File: src/rtl/mmp_pkg.sv
// ----------------------------------------------------------------------------
// mmp_pkg
// shared types, constants and the status length decode for the midi parser
// ----------------------------------------------------------------------------
package mmp_pkg;

    localparam logic [7:0] SYSEX_START = 8'hF0;
    localparam logic [7:0] SYSEX_END   = 8'hF7;

    // message length codes
    localparam logic [1:0] LEN_NONE  = 2'd0;
    localparam logic [1:0] LEN_ONE   = 2'd1;
    localparam logic [1:0] LEN_TWO   = 2'd2;
    localparam logic [1:0] LEN_THREE = 2'd3;

    // fill index codes
    localparam logic [1:0] FILL_EMPTY  = 2'd0;
    localparam logic [1:0] FILL_STATUS = 2'd1;
    localparam logic [1:0] FILL_FIRST  = 2'd2;

    typedef enum logic [1:0] {
        PS_WAIT   = 2'd0,
        PS_READ   = 2'd1,
        PS_IGNORE = 2'd2
    } parse_state_t;

    typedef struct packed {
        logic [7:0] status_byte;
        logic [7:0] first_data;
        logic [7:0] second_data;
        logic [1:0] message_length;
    } msg_t;

    // total message length for a status byte, none for data or unknown bytes
    function automatic logic [1:0] msg_length(input logic [7:0] s);
        logic [1:0] len;
        len = LEN_NONE;
        if (s[7:4] != 4'hF) begin
            case (s[7:4]) inside
                4'h8, 4'h9, 4'hA, 4'hB, 4'hE: len = LEN_THREE;
                4'hC, 4'hD:                   len = LEN_TWO;
                default:                      len = LEN_NONE;
            endcase
        end
        else begin
            case (s) inside
                8'hF1, 8'hF3:                 len = LEN_TWO;
                8'hF2:                        len = LEN_THREE;
                8'hF6, 8'hF8, 8'hF9, 8'hFA,
                8'hFB, 8'hFC, 8'hFE, 8'hFF:   len = LEN_ONE;
                default:                      len = LEN_NONE;
            endcase
        end
        return len;
    endfunction

endpackage

File: src/rtl/mmp_byte_if.sv
// ----------------------------------------------------------------------------
// mmp_byte_if
// valid/ready channel carrying one received midi byte
// ----------------------------------------------------------------------------
interface mmp_byte_if;
    logic       valid;
    logic       ready;
    logic [7:0] rx_byte;

    modport source (output valid, output rx_byte, input ready);
    modport sink   (input valid, input rx_byte, output ready);
endinterface

File: src/rtl/mmp_msg_if.sv
// ----------------------------------------------------------------------------
// mmp_msg_if
// valid/ready channel carrying one assembled midi message
// ----------------------------------------------------------------------------
interface mmp_msg_if;
    logic       valid;
    logic       ready;
    logic [7:0] status_byte;
    logic [7:0] first_data;
    logic [7:0] second_data;
    logic [1:0] message_length;

    modport source (output valid, output status_byte, output first_data,
                    output second_data, output message_length, input ready);
    modport sink   (input valid, input status_byte, input first_data,
                    input second_data, input message_length, output ready);
endinterface

File: src/rtl/mmp_core.sv
// ----------------------------------------------------------------------------
// mmp_core
// input byte register, parse state machine and message assembly
// ----------------------------------------------------------------------------
module mmp_core (
    input  logic          clk,
    input  logic          rst_n,
    input  logic          in_valid,
    input  logic [7:0]    in_byte,
    output logic          in_ready,
    output logic          res_valid,
    output mmp_pkg::msg_t res,
    input  logic          res_ready
);

    logic                  byte_valid_reg;
    logic [7:0]            byte_reg;
    mmp_pkg::parse_state_t state_reg;
    mmp_pkg::parse_state_t state_next;
    logic [1:0]            fill_reg;
    logic [1:0]            fill_next;
    logic [7:0]            status_reg;
    logic [7:0]            status_next;
    logic [7:0]            data1_reg;
    logic [7:0]            data1_next;
    logic [1:0]            cur_len;
    logic [1:0]            byte_len;
    logic                  advance;

    assign cur_len  = mmp_pkg::msg_length(status_reg);
    assign byte_len = mmp_pkg::msg_length(byte_reg);
    assign advance  = byte_valid_reg && (!res_valid || res_ready);
    assign in_ready = !byte_valid_reg || advance;

    // next state
    always_comb
    begin
        state_next = state_reg;
        case (state_reg)
            mmp_pkg::PS_READ:
            begin
                if (fill_reg != mmp_pkg::FILL_STATUS || cur_len == mmp_pkg::LEN_TWO) begin
                    state_next = mmp_pkg::PS_WAIT;
                end
            end
            mmp_pkg::PS_IGNORE:
            begin
                if (byte_reg == mmp_pkg::SYSEX_END) begin
                    state_next = mmp_pkg::PS_WAIT;
                end
            end
            default:
            begin
                if (byte_reg == mmp_pkg::SYSEX_START) begin
                    state_next = mmp_pkg::PS_IGNORE;
                end
                else if (byte_len == mmp_pkg::LEN_TWO || byte_len == mmp_pkg::LEN_THREE) begin
                    state_next = mmp_pkg::PS_READ;
                end
                else begin
                    state_next = mmp_pkg::PS_WAIT;
                end
            end
        endcase
    end

    // outputs and buffer updates
    always_comb
    begin
        res_valid   = 1'b0;
        res         = '0;
        fill_next   = fill_reg;
        status_next = status_reg;
        data1_next  = data1_reg;
        case (state_reg)
            mmp_pkg::PS_READ:
            begin
                if (fill_reg == mmp_pkg::FILL_STATUS && cur_len == mmp_pkg::LEN_TWO) begin
                    res_valid          = byte_valid_reg;
                    res.status_byte    = status_reg;
                    res.first_data     = byte_reg;
                    res.message_length = mmp_pkg::LEN_TWO;
                    fill_next          = mmp_pkg::FILL_EMPTY;
                end
                else if (fill_reg == mmp_pkg::FILL_STATUS) begin
                    data1_next = byte_reg;
                    fill_next  = mmp_pkg::FILL_FIRST;
                end
                else begin
                    res_valid          = byte_valid_reg;
                    res.status_byte    = status_reg;
                    res.first_data     = data1_reg;
                    res.second_data    = byte_reg;
                    res.message_length = mmp_pkg::LEN_THREE;
                    fill_next          = mmp_pkg::FILL_EMPTY;
                end
            end
            mmp_pkg::PS_IGNORE:
            begin
                fill_next = fill_reg;
            end
            default:
            begin
                if (byte_reg != mmp_pkg::SYSEX_START) begin
                    if (byte_len == mmp_pkg::LEN_ONE) begin
                        res_valid          = byte_valid_reg;
                        res.status_byte    = byte_reg;
                        res.message_length = mmp_pkg::LEN_ONE;
                    end
                    else if (byte_len != mmp_pkg::LEN_NONE) begin
                        status_next = byte_reg;
                        fill_next   = mmp_pkg::FILL_STATUS;
                    end
                end
            end
        endcase
    end

    always_ff @(posedge clk or negedge rst_n)
    begin
        if (!rst_n) begin
            byte_valid_reg <= 1'b0;
            state_reg      <= mmp_pkg::PS_WAIT;
            fill_reg       <= mmp_pkg::FILL_EMPTY;
        end
        else begin
            if (in_ready) begin
                byte_valid_reg <= in_valid;
            end
            if (advance) begin
                state_reg <= state_next;
                fill_reg  <= fill_next;
            end
        end
    end

    always_ff @(posedge clk)
    begin
        if (in_valid && in_ready) begin
            byte_reg <= in_byte;
        end
        if (advance) begin
            status_reg <= status_next;
            data1_reg  <= data1_next;
        end
    end

    // every emitted message leaves the parser waiting
    assert property (@(posedge clk) disable iff (!rst_n)
        advance && res_valid |=> state_reg == mmp_pkg::PS_WAIT)
        else $error("parser not waiting after message");

    // collecting always has the status byte stored
    assert property (@(posedge clk) disable iff (!rst_n)
        state_reg == mmp_pkg::PS_READ |-> fill_reg != mmp_pkg::FILL_EMPTY)
        else $error("collecting with empty buffer");

    // stored status of a collected message is a multi-byte one
    assert property (@(posedge clk) disable iff (!rst_n)
        state_reg == mmp_pkg::PS_READ |->
            (cur_len == mmp_pkg::LEN_TWO || cur_len == mmp_pkg::LEN_THREE))
        else $error("collecting message of bad length");

endmodule

File: src/rtl/mmp_out_reg.sv
// ----------------------------------------------------------------------------
// mmp_out_reg
// result register holding one assembled message until it is taken
// ----------------------------------------------------------------------------
module mmp_out_reg (
    input  logic          clk,
    input  logic          rst_n,
    input  logic          res_valid,
    input  mmp_pkg::msg_t res,
    output logic          res_ready,
    output logic          out_valid,
    output mmp_pkg::msg_t out_msg,
    input  logic          out_ready
);

    logic          valid_reg;
    mmp_pkg::msg_t msg_reg;

    assign res_ready = !valid_reg || out_ready;
    assign out_valid = valid_reg;
    assign out_msg   = msg_reg;

    always_ff @(posedge clk or negedge rst_n)
    begin
        if (!rst_n) begin
            valid_reg <= 1'b0;
        end
        else if (res_ready) begin
            valid_reg <= res_valid;
        end
    end

    always_ff @(posedge clk)
    begin
        if (res_ready && res_valid) begin
            msg_reg <= res;
        end
    end

    // a held message always carries a real length
    assert property (@(posedge clk) disable iff (!rst_n)
        valid_reg |-> msg_reg.message_length != mmp_pkg::LEN_NONE)
        else $error("message with zero length");

endmodule

File: src/rtl/midi_message_parser.sv
// ----------------------------------------------------------------------------
// midi_message_parser
// assembles complete midi messages from a stream of received bytes
// ----------------------------------------------------------------------------
//
//  channel | dir | payload                                          | request
//  --------+-----+--------------------------------------------------+--------------
//  rx      | in  | rx_byte[7:0]                                     | one byte
//  msg     | out | status_byte, first_data, second_data, length     | one message
//
//  one byte per cycle unless a completing byte waits for space; a byte passes
//  an input register and combinational decode, and the message is driven
//  onto msg from the result register
//  rst_n clears the parse state and both valid flags asynchronously
//  a stall on msg holds the result register; bytes that yield no message keep
//  flowing while it is full, a byte that completes a message waits for space
//
module midi_message_parser (
    input  logic         clk,
    input  logic         rst_n,
    mmp_byte_if.sink     rx,
    mmp_msg_if.source    msg
);

    // core to result register
    logic          res_valid;
    logic          res_ready;
    mmp_pkg::msg_t res;
    mmp_pkg::msg_t out_msg;

    // byte register, state machine and buffer
    mmp_core u_core (
        .clk       (clk),
        .rst_n     (rst_n),
        .in_valid  (rx.valid),
        .in_byte   (rx.rx_byte),
        .in_ready  (rx.ready),
        .res_valid (res_valid),
        .res       (res),
        .res_ready (res_ready)
    );

    // result register toward the message consumer
    mmp_out_reg u_out_reg (
        .clk       (clk),
        .rst_n     (rst_n),
        .res_valid (res_valid),
        .res       (res),
        .res_ready (res_ready),
        .out_valid (msg.valid),
        .out_msg   (out_msg),
        .out_ready (msg.ready)
    );

    // unpack the held message onto the channel
    assign msg.status_byte    = out_msg.status_byte;
    assign msg.first_data     = out_msg.first_data;
    assign msg.second_data    = out_msg.second_data;
    assign msg.message_length = out_msg.message_length;

endmodule
File: src/flat_wrapper.sv
// flat-port wrapper written by rule: the top's interface ports become plain ports
module midi_message_parser_flat 
  (clk, rst_n, rx_valid, rx_rx_byte, rx_ready, msg_valid, msg_status_byte, msg_first_data, msg_second_data, msg_message_length, msg_ready);
  mmp_byte_if rx_i ();
  mmp_msg_if msg_i ();
  input  logic clk;
  input  logic rst_n;
  input wire logic [$bits(rx_i.valid)-1:0] rx_valid;
  input wire logic [$bits(rx_i.rx_byte)-1:0] rx_rx_byte;
  output wire logic [$bits(rx_i.ready)-1:0] rx_ready;
  output wire logic [$bits(msg_i.valid)-1:0] msg_valid;
  output wire logic [$bits(msg_i.status_byte)-1:0] msg_status_byte;
  output wire logic [$bits(msg_i.first_data)-1:0] msg_first_data;
  output wire logic [$bits(msg_i.second_data)-1:0] msg_second_data;
  output wire logic [$bits(msg_i.message_length)-1:0] msg_message_length;
  input wire logic [$bits(msg_i.ready)-1:0] msg_ready;
  assign rx_i.valid = rx_valid;
  assign rx_i.rx_byte = rx_rx_byte;
  assign rx_ready = rx_i.ready;
  assign msg_valid = msg_i.valid;
  assign msg_status_byte = msg_i.status_byte;
  assign msg_first_data = msg_i.first_data;
  assign msg_second_data = msg_i.second_data;
  assign msg_message_length = msg_i.message_length;
  assign msg_i.ready = msg_ready;
  midi_message_parser u_core (.clk(clk), .rst_n(rst_n), .rx(rx_i), .msg(msg_i));
endmodule
File: config.mk
export PLATFORM = sky130hd
export DESIGN_NAME = midi_message_parser_flat
export DESIGN_NICKNAME = d
export VERILOG_FILES = /design/src/rtl/mmp_pkg.sv /design/src/rtl/mmp_byte_if.sv /design/src/rtl/mmp_msg_if.sv /design/src/rtl/mmp_core.sv /design/src/rtl/mmp_out_reg.sv /design/src/rtl/midi_message_parser.sv /design/src/flat_wrapper.sv
export SDC_FILE = /design/constraint.sdc
export NUM_CORES = 1
export LEC_CHECK = 0
export BUFFER_PORTS_ARGS = -buffer_cell sky130_fd_sc_hd__buf_2
export CAP_MARGIN = 20
export CORE_MARGIN = 2
export CORE_UTILIZATION = 26
export CTS_CLUSTER_DIAMETER = 50
export CTS_CLUSTER_SIZE = 20
export DETAILED_ROUTE_END_ITERATION = 10
export GPL_TIMING_DRIVEN = 0
export PLACE_DENSITY = 0.56
export SETUP_SLACK_MARGIN = 0.2
export SLEW_MARGIN = 20
export SYNTH_ARGS = -nofsm -noshare
export SYNTH_HDL_FRONTEND = slang
export SYNTH_SLANG_ARGS = --single-unit
File: constraint.sdc
create_clock -name clk -period 2.7 [get_ports clk]
set_input_delay 0.135 -clock clk [delete_from_list [all_inputs] [get_ports clk]]
set_output_delay 0.135 -clock clk [all_outputs]
set_load 0.01 [all_outputs]
==> reports/results.txt, run 1 <==
Sw Ratio: 0.274
Crit path kind: reg -> reg
Max stage delay cell, worst path: dfrtp_1
Post-synthesis sequential area ratio: 0.738
CP max stage delay: 370 ps
First-pass GRT wire length: 6910 µm
Startpoint types: flip-flop
Area of placed instances: 0.00257 mm²
Post-synthesis cell type count: 31
Crit path buffers/inverters: 2
Hpwl dp: 2820 µm
# rows: 33
Reg area: 0.00165 mm²
Final setup fails: 0
Worst Setup EP: u_core.u_out_reg.out_msg[7]
Largest net degree at the start of global routing: 27
Crit Reg-Reg Endpoint: u_core.u_out_reg.out_msg[7]
Clock Latency Late Sink: 300 ps
R2R Setup Slk: 470 ps
Largest delay share family, worst path: simple AND/OR/NAND/NOR gates
Worst rel slew slack: 0.579
Routed Antenna Nets: 0
Inserted Clock Buffers: 5
Period utilization: 0.824
CP max FO: 13
Number of flip-flops in the largest register: 26
WL per Instance: 14.2 µm
Share of layout cells above drive strength 1: 0.281
Die W: 96.8 µm
Pwr Total: 1.99 mW
RePlAce Congestion: 0.794
Remaining DRCs: 0
Ys Warns: 0
Cell Int Power: 1.44 mW
Worst-path cell chain: inv_1, ha_1, nand2b_1, a21oi_1, o2bb2ai_2, nand2_1, nor2_4, buf_12
Initial antenna violation count: 0
Drt pass-1 iters: 4
Area Growth Syn to Fin: 23.8%
Placed Cells: 284
Run status: finished, final reports clean
GRT Residual Overflow: 0
Die H: 96.8 µm
Critical path required time: 2720 ps
Hold Fails Final Rpt: 0
Fin area: 0.00277 mm²
Reg2reg start: u_core.u_core.state_reg[0]
Vias in the first global route: 1353
Worst hold path class: in -> reg
Synthesized cell area: 0.00224 mm²
Clock Tree Root: clkbuf_8
NetSw: 0.545 mW
CTS Buffer Depth: 2
TNS Setup: 0 ps
Min Hold Slack: 17.5 ps
Clock transition at path regs: 90 ps
DIE AREA: 0.00936 mm²
Cell count after synthesis: 140
Mapped Nets: 154
Max Freq: 449 MHz
Max VDD drop: 0.000232 V
Final WS setup: 475 ps
Final core utilization: 0.334
TritonCTS Sinks: 56
CP Launch Point: u_core.u_core.state_reg[0]
Final Non-Filler Cells: 301
Total core area: 0.00830 mm²
Fillers: 819
Overall global routing resource usage: 0.0933
P_leak: 1.05 nW
Nets: 209
Vias after detailed routing: 1305
Logic pwr share: 0.214
Pwr/cell area: 717 mW/mm²
WP data arrival: 2250 ps
Input/output buffers: 39
RSZ-0062 raised after global routing: no
Post-Route Skew: 9.16 ps
Critical Path Sink Type: flip-flop
DR iter-0 viols: 89
R2R depth: 8
Ant diodes: 0
Syn Area/Cell: 16.0 µm²
Worst Tran Pin Value: 632 ps
Multi-input gate area: 571 µm²
Crit path depth: 8
Final Max Tran Viols: 0
Total of max-cap violations: 0
CTS HTree Levels: 2
DR vias/cell: 4.34
Reg power frac: 0.562
Clock power share: 0.224
I/O pin total: 40
Post-Route WL: 4270 µm
Initial Utilization: 0.270
Fin crit period: 2230 ps
CTS tree: done
DP Worst Slack: 224 ps
Number of synthesized register bits: 56
==> how the worst min path moves through the flow <==
stage,start,end,slack (ps),cells after the start
3_3_place_gp,rst_n,u_core.u_out_reg.out_valid,-30,1
4_1_cts,rx_rx_byte[0],u_core.u_core.byte_reg[0],4,1
3_5_place_dp,rst_n,u_core.u_out_reg.out_valid,-30,1
5_1_grt,rx_rx_byte[5],u_core.u_core.byte_reg[5],3,1
2_1_floorplan,rst_n,u_core.u_core.byte_valid_reg,-160,0
6_report,rx_rx_byte[6],u_core.u_core.byte_reg[6],20,1
==> cells in the final DEF (no fill, tap or decap), types with 2 or more instances in the layout <==
cell,instances
clkbuf_8,5
nor2b_1,2
mux2_2,2
a22o_1,12
and2_1,10
nand3_1,3
ha_1,2
dlygate4sd3_1,6
inv_1,4
clkbuf_1,6
buf_2,39
a21o_1,4
nor2_4,2
and3_1,4
nand2b_1,4
dfrtp_1,6
edfxtp_1,50
a21oi_1,5
nand2_1,5
o21ai_0,3
buf_12,2
nor2_1,4
==> worst register-to-register path, stage by stage (launching register included) <==
cell and delay, ps:
dfrtp_1 370, inv_1 50, ha_1 320, nand2b_1 150, a21oi_1 190, o2bb2ai_2 250
nand2_1 280, nor2_4 190, buf_12 150
==> synth_stat cells <==
library cell	number	area [µm²]
o31ai_1	1	7.51
nand4_1	1	6.26
nand2b_1	4	25.0
o2bb2ai_2	1	15.0
mux2_1	1	11.3
and2_1	10	62.6
clkbuf_1	5	18.8
a21oi_1	5	25.0
nand3_1	3	15.0
a22o_1	12	105
mux2_2	2	22.5
a211oi_1	1	7.51
a21o_1	4	30.0
nand2_1	5	18.8
a2bb2oi_1	1	8.76
and2b_1	1	7.51
ha_1	2	25.0
nor2b_1	2	12.5
a2111oi_0	1	8.76
nor2_1	5	18.8
nor4b_1	1	8.76
and3_1	4	25.0
o211ai_1	1	7.51
edfxtp_1	50	1500
o21ai_0	3	15.0
nand4bb_1	1	11.3
a2111oi_4	1	27.5
nand4b_1	1	8.76
a2bb2oi_2	1	15.0
inv_1	4	15.0
dfrtp_1	6	150
==> cell families after synthesis <==
kind of cell	count (synthesis)	share of synthesized area
flops	56	0.738
simple gates	38	0.0984
compound gates	32	0.122
buf+inv	9	0.0151
mux	3	0.0151
fa+ha+maj	2	0.0112
==> metal layers <==
metal,vias up,GRT usage,part of all wire
met3,5,0.0282,0.049
met5,-,0,0
li1,651,-,-
met4,0,0.0282,0.0094
met1,617,0.117,0.45
met2,32,0.156,0.49
==> layout make-up <==
type / count / share of cell area
Tap cell: 105 / 0.0474
Multi-Input combinational cell: 76 / 0.206
Clock inverter: 2 / 0.00497
Sequential cell: 56 / 0.596
Inverter: 4 / 0.00542
Timing Repair Buffer: 47 / 0.107
Buffer: 5 / 0.00678
Clock buffer: 6 / 0.0262
==> power by group through the flow <==
stage / logic (mW) / clock network, mW / registers, mW
after floorplan: 0.264 / 0 / 1.14
after global placement: 0.391 / 0 / 1.14
after detailed placement: 0.397 / 0 / 1.14
after CTS: 0.404 / 0.460 / 1.12
after global routing: 0.478 / 0.500 / 1.13
final: 0.424 / 0.446 / 1.12
==> what timing repair did <==
action	4_1_cts	5_1_grt
hold buffers	4	2
setup endpoints to repair	0	26
hold endpoints to repair	9	2
gates resized for setup	0	1
buffers inserted	0	2
(Power assumes the default switching activity.)
==> run 2, diff against run 1 <==
--- a/config.mk
+++ b/config.mk
@@ -5,6 +5,7 @@
 export SDC_FILE = /design/constraint.sdc
 export NUM_CORES = 1
 export LEC_CHECK = 0
+export ABC_AREA = 1
 export BUFFER_PORTS_ARGS = -buffer_cell sky130_fd_sc_hd__buf_2
 export CAP_MARGIN = 20
 export CORE_MARGIN = 2
==> constraint.sdc (replaced) <==
create_clock -name clk -period 1.85 [get_ports clk]
set_input_delay 0.0925 -clock clk [delete_from_list [all_inputs] [get_ports clk]]
set_output_delay 0.0925 -clock clk [all_outputs]
set_load 0.01 [all_outputs]
==> run 2 against run 1 <==
  * Non-clock buffer count increased by 31
  * Sequential share of layout area decreased by 8.6 points
  * Synthesized area increased by 2.5%
  * Clock skew decreased by 1.7 ps
  * Die area increased by 2.4%
  * Hold slack improved by 100 ps
  * Cell count increased by 30%
  * Critical path depth increased by 2
  * Count of clock-buffer cells in the layout unchanged
  * First-iteration DRC count increased by 18%
  * Wire length increased by 19%
  * Global-route usage increased by 1.1 points
  * Critical path type unchanged
  * Largest cell class unchanged
==> reports/results.txt, run 2 <==
# rows: 34 (was 33)
First-pass GRT wire length: 7900 µm (was 6910 µm)
RePlAce Congestion: 0.806 (was 0.794)
RSZ-0062 raised after global routing: yes (was no)
Routed Antenna Nets: 0 (unchanged)
Vias after detailed routing: 1655 (was 1305)
Run status: finished, final reports clean (unchanged)
Mapped Nets: 205 (was 154)
P_leak: 1.34 nW (was 1.05 nW)
I/O pin total: 40 (unchanged)
Die H: 97.9 µm (was 96.8 µm)
Startpoint types: flip-flop (unchanged)
Post-Route WL: 5070 µm (was 4270 µm)
Worst hold path class: in -> async (was in -> reg)
Remaining DRCs: 0 (unchanged)
Synthesized cell area: 0.00229 mm² (was 0.00224 mm²)
Critical Path Sink Type: flip-flop (unchanged)
Max VDD drop: 0.000309 V (was 0.000232 V)
Drt pass-1 iters: 4 (unchanged)
Syn Area/Cell: 12.0 µm² (was 16.0 µm²)
Share of layout cells above drive strength 1: 0.411 (was 0.281)
Post-synth EDFFs: 50 (unchanged)
Vias in the first global route: 1619 (was 1353)
Cell taking the most area after synthesis: edfxtp_1 (unchanged)
Critical path required time: 1880 ps (was 2720 ps)
Main area contributors after synthesis: edfxtp_1 (66%), nand2_1 (9.0%), dfrtp_1 (6.6%), inv_1 (2.9%), nor2_1 (2.8%) (was edfxtp_1 (67%), dfrtp_1 (6.7%), a22o_1 (4.7%), and2_1 (2.8%), a21o_1 (1.3%))
Top FF cell, synth: edfxtp_1 (unchanged)
Ant diodes: 0 (unchanged)
Most common cell in the netlist: nand2_1 (was edfxtp_1)
Commonest cells after routing, fill and taps aside: edfxtp_1 (50), nand2_1 (48), buf_2 (38), buf_4 (27), inv_1 (14) (was edfxtp_1 (50), buf_2 (39), a22o_1 (12), and2_1 (10))
CTS tree: done (unchanged)
Post-Route Skew: 7.48 ps (was 9.16 ps)
Final core utilization: 0.375 (was 0.334)
DR iter-0 viols: 105 (was 89)
Area Growth Syn to Fin: 41.3% (was 23.8%)
Initial antenna violation count: 0 (unchanged)
DR vias/cell: 4.24 (was 4.34)
DIE AREA: 0.00958 mm² (was 0.00936 mm²)
Routing usage on met3: 0.0272 (was 0.0282)
Hold Fails Final Rpt: 0 (unchanged)
Clock Tree Root: clkbuf_8 (unchanged)
Cell count after synthesis: 191 (was 140)
Number of flip-flops in the largest register: 26 (unchanged)
Nets: 295 (was 209)
Post-synthesis sequential area ratio: 0.721 (was 0.738)
Met1 usage: 0.129 (was 0.117)
Top-area cell type share of the netlist area: 0.655 (was 0.671)
Largest net degree at the start of global routing: 17 (was 27)
WP data arrival: 1820 ps (was 2250 ps)
Pwr/cell area: 907 mW/mm² (was 717 mW/mm²)
Clock transition at path regs: 100 ps (was 90 ps)
Initial Utilization: 0.265 (was 0.270)
Crit path kind: reg -> reg (unchanged)
Hpwl dp: 3130 µm (was 2820 µm)
Total of max-cap violations: 0 (unchanged)
GRT Residual Overflow: 0 (unchanged)
CTS HTree Levels: 2 (unchanged)
Input/output buffers: 39 (unchanged)
Post-synthesis cell type count: 22 (was 31)
Met2 global-route usage: 0.182 (was 0.156)
Total core area: 0.00864 mm² (was 0.00830 mm²)
Min Hold Slack: 117 ps (was 17.5 ps)
Final Max Tran Viols: 0 (unchanged)
Clock Latency Late Sink: 310 ps (was 300 ps)
Most common cell after layout, fill and taps aside: edfxtp_1 (unchanged)
TritonCTS Sinks: 56 (unchanged)
Post-synth top cells: nand2_1 (55), edfxtp_1 (50), inv_1 (18) (was edfxtp_1 (50), a22o_1 (12), and2_1 (10))
Number of synthesized register bits: 56 (unchanged)
Fin crit period: 1790 ps (was 2230 ps)
Worst Tran Pin Value: 499 ps (was 632 ps)
CTS Buffer Depth: 2 (unchanged)
CP max FO: 8 (was 13)
Inserted Clock Buffers: 5 (unchanged)
Worst rel slew slack: 0.667 (was 0.579)
Busiest grt layer: met2 (unchanged)
WL per Instance: 13.0 µm (was 14.2 µm)
Period utilization: 0.965 (was 0.824)
Ys Warns: 0 (unchanged)
Share of flip-flops with an asynchronous set or reset: 0.107 (unchanged)
Max Freq: 560 MHz (was 449 MHz)
Die W: 97.9 µm (was 96.8 µm)
Final setup fails: 0 (unchanged)
Overall global routing resource usage: 0.105 (was 0.0933)
## run 2: repair_timing
item / 4_1_cts / 5_1_grt
pin swaps: 12 / 9
gates cloned: 1 / 0
resized for setup: 17 / 16
endpoints found under the hold margin: 15 / 0
hold buffers: 10 / 0
buffers inserted: 22 / 11
endpoints found under the setup margin: 61 / 56
## run 2: cell type report
cell class,count,area [µm²]
clock buffer,6,72.6
inverter,21,82.6
buffer,1,5.00
timing repair buffer,82,589
multi-input combinational,114,667
sequential,56,1650
fill,850,5400
clock inverter,2,35.0
tap,108,135
## run 2: final timing paths
path | depth (start not counted) | endpoint | from | slack, ps
setup reg to reg | 10 | u_core.u_core.status_reg[5] | u_core.u_core.byte_reg[3] | 60
hold / removal | 2 | u_core.u_out_reg.out_valid | rst_n | 120
setup / recovery | 10 | u_core.u_core.status_reg[5] | u_core.u_core.byte_reg[3] | 60
hold reg to reg | 2 | u_core.u_core.fill_reg[0] | u_core.u_core.fill_reg[0] | 490
max in group asynchronous | 2 | u_core.u_core.byte_valid_reg | rst_n | 1580
min in group clk | 4 | u_core.u_core.byte_valid_reg | rx_valid | 120
## run 2: power breakdown
| group | leakage (nW) | switching [mW] | internal [mW] |
|---|---|---|---|
| clock | 0.0552 | 0.385 | 0.402 |
| combinational | 0.745 | 0.375 | 0.233 |
| sequential | 0.544 | 0.0442 | 1.50 |
| total | 1.34 | 0.804 | 2.13 |
## run 2: kinds of logic after synthesis
group           count (synthesis)  share of synthesized area
fa+ha+maj                       2                     0.0109
simple gates                   92                      0.188
compound gates                 19                     0.0442
buf+inv                        22                     0.0360
flops                          56                      0.721
## run 2: stage by stage
stage,worst slack (ps),setup TNS [ps],instance area [µm²],instances,power [mW]
6_report,64.4,0,3240,390,2.94
2_1_floorplan,-60.5,-1990,2320,191,1.88
4_1_cts,45.6,0,3100,379,2.91
5_1_grt,-23.4,-152,3240,390,3.08
3_3_place_gp,-454,-17230,2660,338,2.01
3_5_place_dp,-468,-17920,2660,338,2.02
## run 2: layer usage
layer / wire length, µm / vias to the layer above
li1: - / 822
met1: 2250 / 774
met2: 2450 / 50
met3: 273 / 9
met4: 88 / 0
met5: 0 / -
## run 2: worst max-delay path, cell delays in order (launching register included)
cell and delay [ps]:
edfxtp_1 460, nor2_2 180, nand2_2 80, nand2_2 80
nor2_4 40, nand3_4 90, nand2_4 80, nand3_4 100
nand2_4 80, nor3_4 170, buf_12 150
